==> src/rtl/tbeq_pkg.sv <==
// ----------------------------------------------------------------------------
// tbeq_pkg: shared types and constants of the three band equalizer
// Register indexes, reset values, field widths and the sequencer state type.
// ----------------------------------------------------------------------------
package tbeq_pkg;

    localparam int SAMPLE_W  = 24;
    localparam int CHAN_W    = 3;
    localparam int CFG_IDX_W = 3;
    localparam int CFG_W     = 16;
    localparam int TRACK_W   = 32;

    localparam logic [CFG_IDX_W-1:0] REG_LOW_POLE  = 3'd0;
    localparam logic [CFG_IDX_W-1:0] REG_HIGH_POLE = 3'd1;
    localparam logic [CFG_IDX_W-1:0] REG_LOW_GAIN  = 3'd2;
    localparam logic [CFG_IDX_W-1:0] REG_MID_GAIN  = 3'd3;
    localparam logic [CFG_IDX_W-1:0] REG_HIGH_GAIN = 3'd4;

    localparam logic [CFG_W-1:0] RST_LOW_POLE  = 16'd64010;
    localparam logic [CFG_W-1:0] RST_HIGH_POLE = 16'd41446;
    localparam logic [CFG_W-1:0] RST_GAIN      = 16'd4096;

    localparam logic signed [SAMPLE_W-1:0] SAMPLE_MAX = 24'sh7FFFFF;
    localparam logic signed [SAMPLE_W-1:0] SAMPLE_MIN = 24'sh800000;

    typedef enum logic [3:0] {
        ST_IDLE,
        ST_LOW_MUL,
        ST_LOW_ADD,
        ST_HIGH_MUL,
        ST_HIGH_ADD,
        ST_GAIN_LOW,
        ST_GAIN_MID,
        ST_GAIN_HIGH,
        ST_OUT
    } t_state;

endpackage

==> src/rtl/tbeq_ram.sv <==
// ----------------------------------------------------------------------------
// tbeq_ram: generic single write port RAM
// One write and one read port, read data registered on read enable.
// ----------------------------------------------------------------------------
module tbeq_ram #(
    parameter int WIDTH = 32,
    parameter int DEPTH = 8,
    parameter int AW    = (DEPTH > 1) ? $clog2(DEPTH) : 1
) (
    input  logic             i_clk,
    input  logic             i_we,
    input  logic [AW-1:0]    i_waddr,
    input  logic [WIDTH-1:0] i_wdata,
    input  logic             i_re,
    input  logic [AW-1:0]    i_raddr,
    output logic [WIDTH-1:0] o_rdata
);

    logic [WIDTH-1:0] r_mem [DEPTH];
    logic [WIDTH-1:0] r_rdata;

    always_ff @(posedge i_clk) begin
        if (i_we) begin
            r_mem[i_waddr] <= i_wdata;
        end
        if (i_re) begin
            r_rdata <= r_mem[i_raddr];
        end
    end

    assign o_rdata = r_rdata;

endmodule

==> src/rtl/three_band_equalizer.sv <==
// ----------------------------------------------------------------------------
// three_band_equalizer: per-channel three band equalizer
// Each item steps from the tracker updates through the gain products to ST_OUT;
//   unmapped channels go straight there. One item at a time: the single shared 17x33
//   multiplier (two tracker updates, three gain products) and the tracker RAM RMW.
// Reset (sync, active low): config to defaults, per-channel valid bits cleared
//   so all trackers read as zero; no clearing pass.
// ----------------------------------------------------------------------------
module three_band_equalizer #(
    parameter int CHANNELS = 8
) (
    input  logic                                  i_clk,
    input  logic                                  i_rst_n,
    input  logic                                  i_valid,
    output logic                                  o_stall,
    input  logic [tbeq_pkg::CHAN_W-1:0]           i_chan,
    input  logic signed [tbeq_pkg::SAMPLE_W-1:0]  i_sample_in,
    output logic                                  o_valid,
    input  logic                                  i_stall,
    output logic [tbeq_pkg::CHAN_W-1:0]           o_chan_out,
    output logic signed [tbeq_pkg::SAMPLE_W-1:0]  o_sample_out,
    output logic                                  o_clipped,
    input  logic                                  i_cfg_we,
    input  logic [tbeq_pkg::CFG_IDX_W-1:0]        i_cfg_index,
    input  logic [tbeq_pkg::CFG_W-1:0]            i_cfg_data
);

    import tbeq_pkg::*;

    localparam int AW = (CHANNELS > 1) ? $clog2(CHANNELS) : 1;

    // configuration
    logic [CFG_W-1:0] r_low_pole, r_high_pole, r_low_gain, r_mid_gain, r_high_gain;

    // control
    t_state              r_state, n_state;
    logic [CHANNELS-1:0] r_valid;
    logic                r_vld_rd;
    logic                r_pass;
    logic [AW-1:0]       r_addr;

    // item payload and datapath
    logic [CHAN_W-1:0]          r_chan;
    logic signed [SAMPLE_W-1:0] r_x;
    logic signed [31:0]         r_lo, r_hin, r_hi;
    logic signed [32:0]         r_hb;
    logic signed [49:0]         r_prod;
    logic signed [51:0]         r_acc;

    // output register
    logic                       r_o_valid;
    logic [CHAN_W-1:0]          r_o_chan;
    logic signed [SAMPLE_W-1:0] r_o_sample;
    logic                       r_o_clipped;

    logic              w_accept, w_in_range, w_out_free;
    logic [6:0]        w_chan_ext;
    logic [AW-1:0]     w_addr_in;
    logic [31:0]       w_low_rdata, w_high_rdata;
    logic signed [31:0] w_low_prev, w_high_prev;
    logic signed [30:0] w_xw;
    logic signed [32:0] w_d1, w_d2;
    logic [CFG_W-1:0]   w_mul_coef;
    logic signed [32:0] w_mul_op;
    logic signed [49:0] w_prod, w_rnd;
    logic signed [33:0] w_step;
    logic signed [34:0] w_lo_sum, w_hi_sum;
    logic signed [31:0] w_lo, w_hin, w_hi;
    logic signed [32:0] w_hb;
    logic signed [51:0] w_prod_ext, w_rnd_out;
    logic signed [32:0] w_y;
    logic signed [SAMPLE_W-1:0] w_y_sat;
    logic               w_clip;
    logic               w_low_we, w_high_we;

    assign o_stall    = !i_rst_n || (r_state != ST_IDLE);
    assign w_accept   = i_valid && !o_stall;
    assign w_chan_ext = {4'b0, i_chan};
    assign w_in_range = (w_chan_ext < 7'(CHANNELS));
    assign w_addr_in  = w_chan_ext[AW-1:0];
    assign w_out_free = !r_o_valid || !i_stall;

    // configuration writes
    always_ff @(posedge i_clk) begin
        if (!i_rst_n) begin
            r_low_pole  <= RST_LOW_POLE;
            r_high_pole <= RST_HIGH_POLE;
            r_low_gain  <= RST_GAIN;
            r_mid_gain  <= RST_GAIN;
            r_high_gain <= RST_GAIN;
        end else if (i_cfg_we) begin
            unique case (i_cfg_index)
                REG_LOW_POLE:  r_low_pole  <= i_cfg_data;
                REG_HIGH_POLE: r_high_pole <= i_cfg_data;
                REG_LOW_GAIN:  r_low_gain  <= i_cfg_data;
                REG_MID_GAIN:  r_mid_gain  <= i_cfg_data;
                REG_HIGH_GAIN: r_high_gain <= i_cfg_data;
                default: ;
            endcase
        end
    end

    // tracker memories
    assign w_low_we  = (r_state == ST_LOW_ADD);
    assign w_high_we = (r_state == ST_HIGH_ADD);

    tbeq_ram #(
        .WIDTH (TRACK_W),
        .DEPTH (CHANNELS),
        .AW    (AW)
    ) u_low_ram (
        .i_clk   (i_clk),
        .i_we    (w_low_we),
        .i_waddr (r_addr),
        .i_wdata (w_lo),
        .i_re    (w_accept),
        .i_raddr (w_addr_in),
        .o_rdata (w_low_rdata)
    );

    tbeq_ram #(
        .WIDTH (TRACK_W),
        .DEPTH (CHANNELS),
        .AW    (AW)
    ) u_high_ram (
        .i_clk   (i_clk),
        .i_we    (w_high_we),
        .i_waddr (r_addr),
        .i_wdata (w_hi),
        .i_re    (w_accept),
        .i_raddr (w_addr_in),
        .o_rdata (w_high_rdata)
    );

    // never-written channels read as zero
    assign w_low_prev  = r_vld_rd ? $signed(w_low_rdata)  : 32'sd0;
    assign w_high_prev = r_vld_rd ? $signed(w_high_rdata) : 32'sd0;

    // tracker update: t' = v + floor((p*(t-v) + 2^15) / 2^16)
    assign w_xw = $signed({r_x, 7'b0});
    assign w_d1 = $signed({w_low_prev[31], w_low_prev}) - $signed({{2{w_xw[30]}}, w_xw});
    assign w_d2 = $signed({w_high_prev[31], w_high_prev}) - $signed({r_hin[31], r_hin});

    // shared multiplier operand select
    always_comb begin
        w_mul_coef = r_low_pole;
        w_mul_op   = w_d1;
        unique case (r_state)
            ST_HIGH_MUL: begin
                w_mul_coef = r_high_pole;
                w_mul_op   = w_d2;
            end
            ST_GAIN_LOW: begin
                w_mul_coef = r_low_gain;
                w_mul_op   = $signed({r_lo[31], r_lo});
            end
            ST_GAIN_MID: begin
                w_mul_coef = r_mid_gain;
                w_mul_op   = $signed({r_hi[31], r_hi});
            end
            ST_GAIN_HIGH: begin
                w_mul_coef = r_high_gain;
                w_mul_op   = r_hb;
            end
            default: ;
        endcase
    end

    assign w_prod     = $signed({1'b0, w_mul_coef}) * w_mul_op;
    assign w_prod_ext = $signed({{2{w_prod[49]}}, w_prod});

    assign w_rnd    = r_prod + 50'sd32768;
    assign w_step   = $signed(w_rnd[49:16]);
    assign w_lo_sum = $signed({{4{w_xw[30]}}, w_xw}) + $signed({w_step[33], w_step});
    assign w_lo     = w_lo_sum[31:0];
    assign w_hin    = $signed({w_xw[30], w_xw}) - w_lo;
    assign w_hi_sum = $signed({{3{r_hin[31]}}, r_hin}) + $signed({w_step[33], w_step});
    assign w_hi     = w_hi_sum[31:0];
    assign w_hb     = $signed({r_hin[31], r_hin}) - $signed({w_hi[31], w_hi});

    // round half up to Q1.23 and saturate
    assign w_rnd_out = r_acc + 52'sd262144;
    assign w_y       = $signed(w_rnd_out[51:19]);

    always_comb begin
        w_y_sat = w_y[SAMPLE_W-1:0];
        w_clip  = 1'b0;
        if (w_y > $signed({{9{1'b0}}, SAMPLE_MAX})) begin
            w_y_sat = SAMPLE_MAX;
            w_clip  = 1'b1;
        end else if (w_y < $signed({{9{1'b1}}, SAMPLE_MIN})) begin
            w_y_sat = SAMPLE_MIN;
            w_clip  = 1'b1;
        end
    end

    // sequencer next state
    always_comb begin
        n_state = r_state;
        unique case (r_state)
            ST_IDLE:      if (w_accept) n_state = w_in_range ? ST_LOW_MUL : ST_OUT;
            ST_LOW_MUL:   n_state = ST_LOW_ADD;
            ST_LOW_ADD:   n_state = ST_HIGH_MUL;
            ST_HIGH_MUL:  n_state = ST_HIGH_ADD;
            ST_HIGH_ADD:  n_state = ST_GAIN_LOW;
            ST_GAIN_LOW:  n_state = ST_GAIN_MID;
            ST_GAIN_MID:  n_state = ST_GAIN_HIGH;
            ST_GAIN_HIGH: n_state = ST_OUT;
            ST_OUT:       if (w_out_free) n_state = ST_IDLE;
            default:      n_state = ST_IDLE;
        endcase
    end

    always_ff @(posedge i_clk) begin
        if (!i_rst_n) begin
            r_state <= ST_IDLE;
            r_valid <= '0;
        end else begin
            r_state <= n_state;
            if (r_state == ST_HIGH_ADD) begin
                r_valid[r_addr] <= 1'b1;
            end
        end
    end

    // datapath registers
    always_ff @(posedge i_clk) begin
        if (w_accept) begin
            r_chan   <= i_chan;
            r_x      <= i_sample_in;
            r_addr   <= w_addr_in;
            r_pass   <= !w_in_range;
            r_vld_rd <= w_in_range && r_valid[w_addr_in];
        end
        unique case (r_state)
            ST_LOW_MUL, ST_HIGH_MUL: r_prod <= w_prod;
            ST_LOW_ADD: begin
                r_lo  <= w_lo;
                r_hin <= w_hin;
            end
            ST_HIGH_ADD: begin
                r_hi <= w_hi;
                r_hb <= w_hb;
            end
            ST_GAIN_LOW:               r_acc <= w_prod_ext;
            ST_GAIN_MID, ST_GAIN_HIGH: r_acc <= r_acc + w_prod_ext;
            default: ;
        endcase
    end

    // output register: holds a finished item while the sink stalls
    always_ff @(posedge i_clk) begin
        if (!i_rst_n) begin
            r_o_valid <= 1'b0;
        end else if (r_state == ST_OUT && w_out_free) begin
            r_o_valid <= 1'b1;
        end else if (!i_stall) begin
            r_o_valid <= 1'b0;
        end
    end

    always_ff @(posedge i_clk) begin
        if (r_state == ST_OUT && w_out_free) begin
            r_o_chan <= r_chan;
            if (r_pass) begin
                r_o_sample  <= r_x;
                r_o_clipped <= 1'b0;
            end else begin
                r_o_sample  <= w_y_sat;
                r_o_clipped <= w_clip;
            end
        end
    end

    assign o_valid      = r_o_valid;
    assign o_chan_out   = r_o_chan;
    assign o_sample_out = r_o_sample;
    assign o_clipped    = r_o_clipped;

endmodule

==> config.mk <==
export PLATFORM = sky130hd
export DESIGN_NAME = three_band_equalizer
export DESIGN_NICKNAME = d
export VERILOG_FILES = /design/src/rtl/tbeq_pkg.sv /design/src/rtl/tbeq_ram.sv /design/src/rtl/three_band_equalizer.sv
export SDC_FILE = /design/constraint.sdc
export NUM_CORES = 2
export LEC_CHECK = 0
export ABC_AREA = 1
export BUFFER_PORTS_ARGS = -buffer_cell sky130_fd_sc_hd__buf_2
export CAP_MARGIN = 10
export CORE_MARGIN = 3
export CORE_UTILIZATION = 45
export CTS_CLUSTER_DIAMETER = 200
export CTS_CLUSTER_SIZE = 20
export DETAILED_ROUTE_END_ITERATION = 10
export MAX_ROUTING_LAYER = met4
export PLACE_DENSITY = 0.6
export SYNTH_ARGS = -nofsm -noshare
export SYNTH_HDL_FRONTEND = slang
export SYNTH_HIERARCHICAL = 1
export SYNTH_SLANG_ARGS = --single-unit
==> constraint.sdc <==
create_clock -name i_clk -period 17.9 [get_ports i_clk]
set_clock_uncertainty 0.05 [all_clocks]
set_input_delay 1.79 -clock i_clk [delete_from_list [all_inputs] [get_ports i_clk]]
set_output_delay 1.79 -clock i_clk [all_outputs]
set_load 0.02 [all_outputs]
==> results by group <==
Run status
  • Status: finished clean

Critical path
  • CP Launch Point: r_state[0]
  • Worst reg2reg setup slack: 5.10 ns
  • Arrival time worst endpoint: 13.23 ns
  • Worst r2r src: r_state[0]
  • Crit path max-delay family: adder cells
  • Max stage delay on crit path: 0.76 ns
  • Max stage delay cell, worst path: nand2_1
  • FF-to-FF path depth: 37
  • Worst-path fanout max: 53
  • Worst path most repeated cell: fa_1
  • Startpoint types: flop
  • WS Path Type: reg2reg
  • Endpoint class of the critical path: flop
  • WP buf/inv: 8
  • Worst Path Required: 18.33 ns
  • Terminus of the critical flop-to-flop path: r_acc[22]

Clock tree
  • CTS Buf Count: 53
  • CTS Sinks: 938
  • CTS tree: done
  • Clk buf depth: 3
  • Root buf cell: clkbuf_16
  • Worst-path clk slew: 0.11 ns
  • H-tree levels: 2
  • Clk Latency, worst-skew pair: 0.71 ns
  • CTS Hold Buffers Added: 0
  • Resized Gates After CTS: 0
  • Setup Buffers After CTS: 0

Synth
  • Synth Cell Area: 74500 µm²
  • Net Count, Synth: 10200
  • Synthesized area per cell: 8.03 µm²
  • Top cells by area, synth: edfxtp_1, fa_1, nand2_1
  • Cell variety after synth: 58
  • Count leader, synth: nand2_1
  • Yosys warnings: 6
  • Post-synth top cells: nand2_1, inv_1, edfxtp_1
  • FF+latch count, synth: 938
  • Synth area leader: edfxtp_1
  • Post-synthesis sequential area ratio: 36.5%
  • Async set-or-reset flop fraction in the synthesized netlist: 0%
  • Number of synthesized flops with an enable pin: 845
  • Primary FF master, synth: edfxtp_1
  • Yosys top cell area share: 34.0%
  • Post-Synthesis Cells: 9286

Place
  • Buffers on Ports: 80
  • Placer Congestion: 1.06
  • Post-DP HPWL: 202 mm

Route
  • Vias: 62000
  • Post-route antenna net violation count: 0
  • Post-DR wirelength/cell: 22.7 µm
  • Final WL: 260 mm
  • TritonRoute pass-1 iters: 8
  • 1st-iter DRT viols: 6479
  • Residual DRC: 0
  • Vias per cell: 5.41

Global route
  • Global-route wire length before repair: 385 mm
  • Initial antenna violation count: 7
  • Total gr overflow: 0
  • Vias in the first global route: 60100
  • Largest net degree at the start of global routing: 153
  • GRT Total Usage: 31.2%

Cells and area
  • Multi-input combinational cell area: 39000 µm²
  • Nets: 10200
  • Reg area: 27200 µm²
  • Ratio of cells with drive above 1 in the final layout: 3.83%
  • Fill cell count: 16200
  • Area growth syn-to-layout: 5.52%

Worst hold path
  • Hold path depth: 2
  • Min-Delay Path Class: reg2reg
  • Hold path start: r_high_gain[15]
  • Hold endpoint: r_high_gain[15]

STA
  • Slew Limit Headroom: 11.1%
  • Crit share post-route: 71.5%
  • Fin crit period: 12.80 ns
  • Final Hold Fails: 0
  • Fin Setup TNS: 0 ns
  • Final setup vio count: 0
  • Max frequency: 78.1 MHz
  • Worst Max-Slew Pin Slew: 1.32 ns
  • RSZ-0062 raised after global routing: no
  • Slew Limit Fails: 0

Floorplanning
  • IO Count: 81
  • Die W: 413 µm
  • Core Box Area: 164000 µm²
  • Die area: 171000 µm²
  • Die H: 413 µm
  • Initial Util: 45.5%
  • Site Rows: 148

Job
  • Maximum capacitance violations: 0
[final cells by class]
cell class | count | area share (%)
flip-flops and latches | 938 | 34.6
repair buffers | 167 | 1.37
inverters | 1892 | 9.04
clock buffers | 61 | 1.75
well taps | 2175 | 3.46
diodes | 4 | 0.0127
multi-input cells | 6225 | 49.6
clock inverters | 4 | 0.110
[registers in the layout, summed over array words and instances (netlist names), 16 cells and up]
register            flops
o_sample_out           24
r_high_gain            16
r_lo                   32
r_x                    24
u_high_ram/o_rdata     32
u_low_ram/r_mem       256
u_low_ram/o_rdata      32
r_acc                  52
r_low_gain             16
r_high_pole            16
r_hi                   32
r_low_pole             16
r_mid_gain             16
r_prod                 33
r_hb                   33
r_hin                  31
u_high_ram/r_mem      256
[how the worst max path moves through the flow]
stage	to	slack (ns)	cells past startpoint
2_1_floorplan	r_acc[51]	8.88	45
3_3_place_gp	r_acc[22]	5.44	38
3_5_place_dp	r_acc[22]	5.57	37
4_1_cts	r_acc[22]	5.56	37
5_1_grt	r_acc[22]	4.90	37
6_report	r_acc[22]	5.10	37
[tightest hold or removal path, stage by stage, from the launching register on]
cell and delay [ns]:
dfxtp_1 0.31, inv_1 0.05, a21oi_1 0.05
[cell usage in the layout, fill, tap and decap left out, drive strengths merged, types with 23 or more instances in the layout]
master  Yosys  routed
xnor2      53      53
clkbuf     58      62
a21o       29      29
a21oi     371     371
buf       173     166
and2       23      23
fa        509     509
ha        342     342
o21bai     38      38
nand4      73      73
o21ai     286     286
nor3       73      73
nand3     762     762
nor2      836     836
a221oi     30      30
xor2      141     141
edfxtp    845     845
nand2    2522    2522
inv      1889    1888
dfxtp      93      93
[through the flow]
stage	cell area [µm²]	std cells	hold slack [ns]	setup slack [ns]	util, %
final	78600	11500	0.403	5.10	48.0
after CTS	78600	11500	0.402	5.56	48.0
after detailed placement	77200	11400	0.389	5.57	47.1
after global placement	77200	11400	0.385	5.44	47.1
after floorplan	74500	9286	0.375	8.88	-
after global routing	78600	11500	0.424	4.90	48.0
[routing by layer]
layer | wire [µm] | global-route usage (%)
met1 | 115000 | 43.4
met2 | 115000 | 47.3
met3 | 21200 | 4.55
met4 | 9580 | 9.66
met5 | 0 | -
[logic make-up (layout without fill, tap and decap cells)]
family	Yosys count	in the layout	share of synthesized area, %
AO/OA/AOI/OAI	831	831	6.32
XOR/XNOR	194	194	2.28
adder cells (fa/ha/maj)	851	851	19.4
buffers and inverters	2123	2124	11.4
flip-flops	938	938	36.5
other	0	4	0
AND/OR/NAND/NOR	4349	4349	24.1
Power is left out: the tool's default activity adds up to more than one toggle a clock period on the data nets, which glitch-free logic cannot reach.
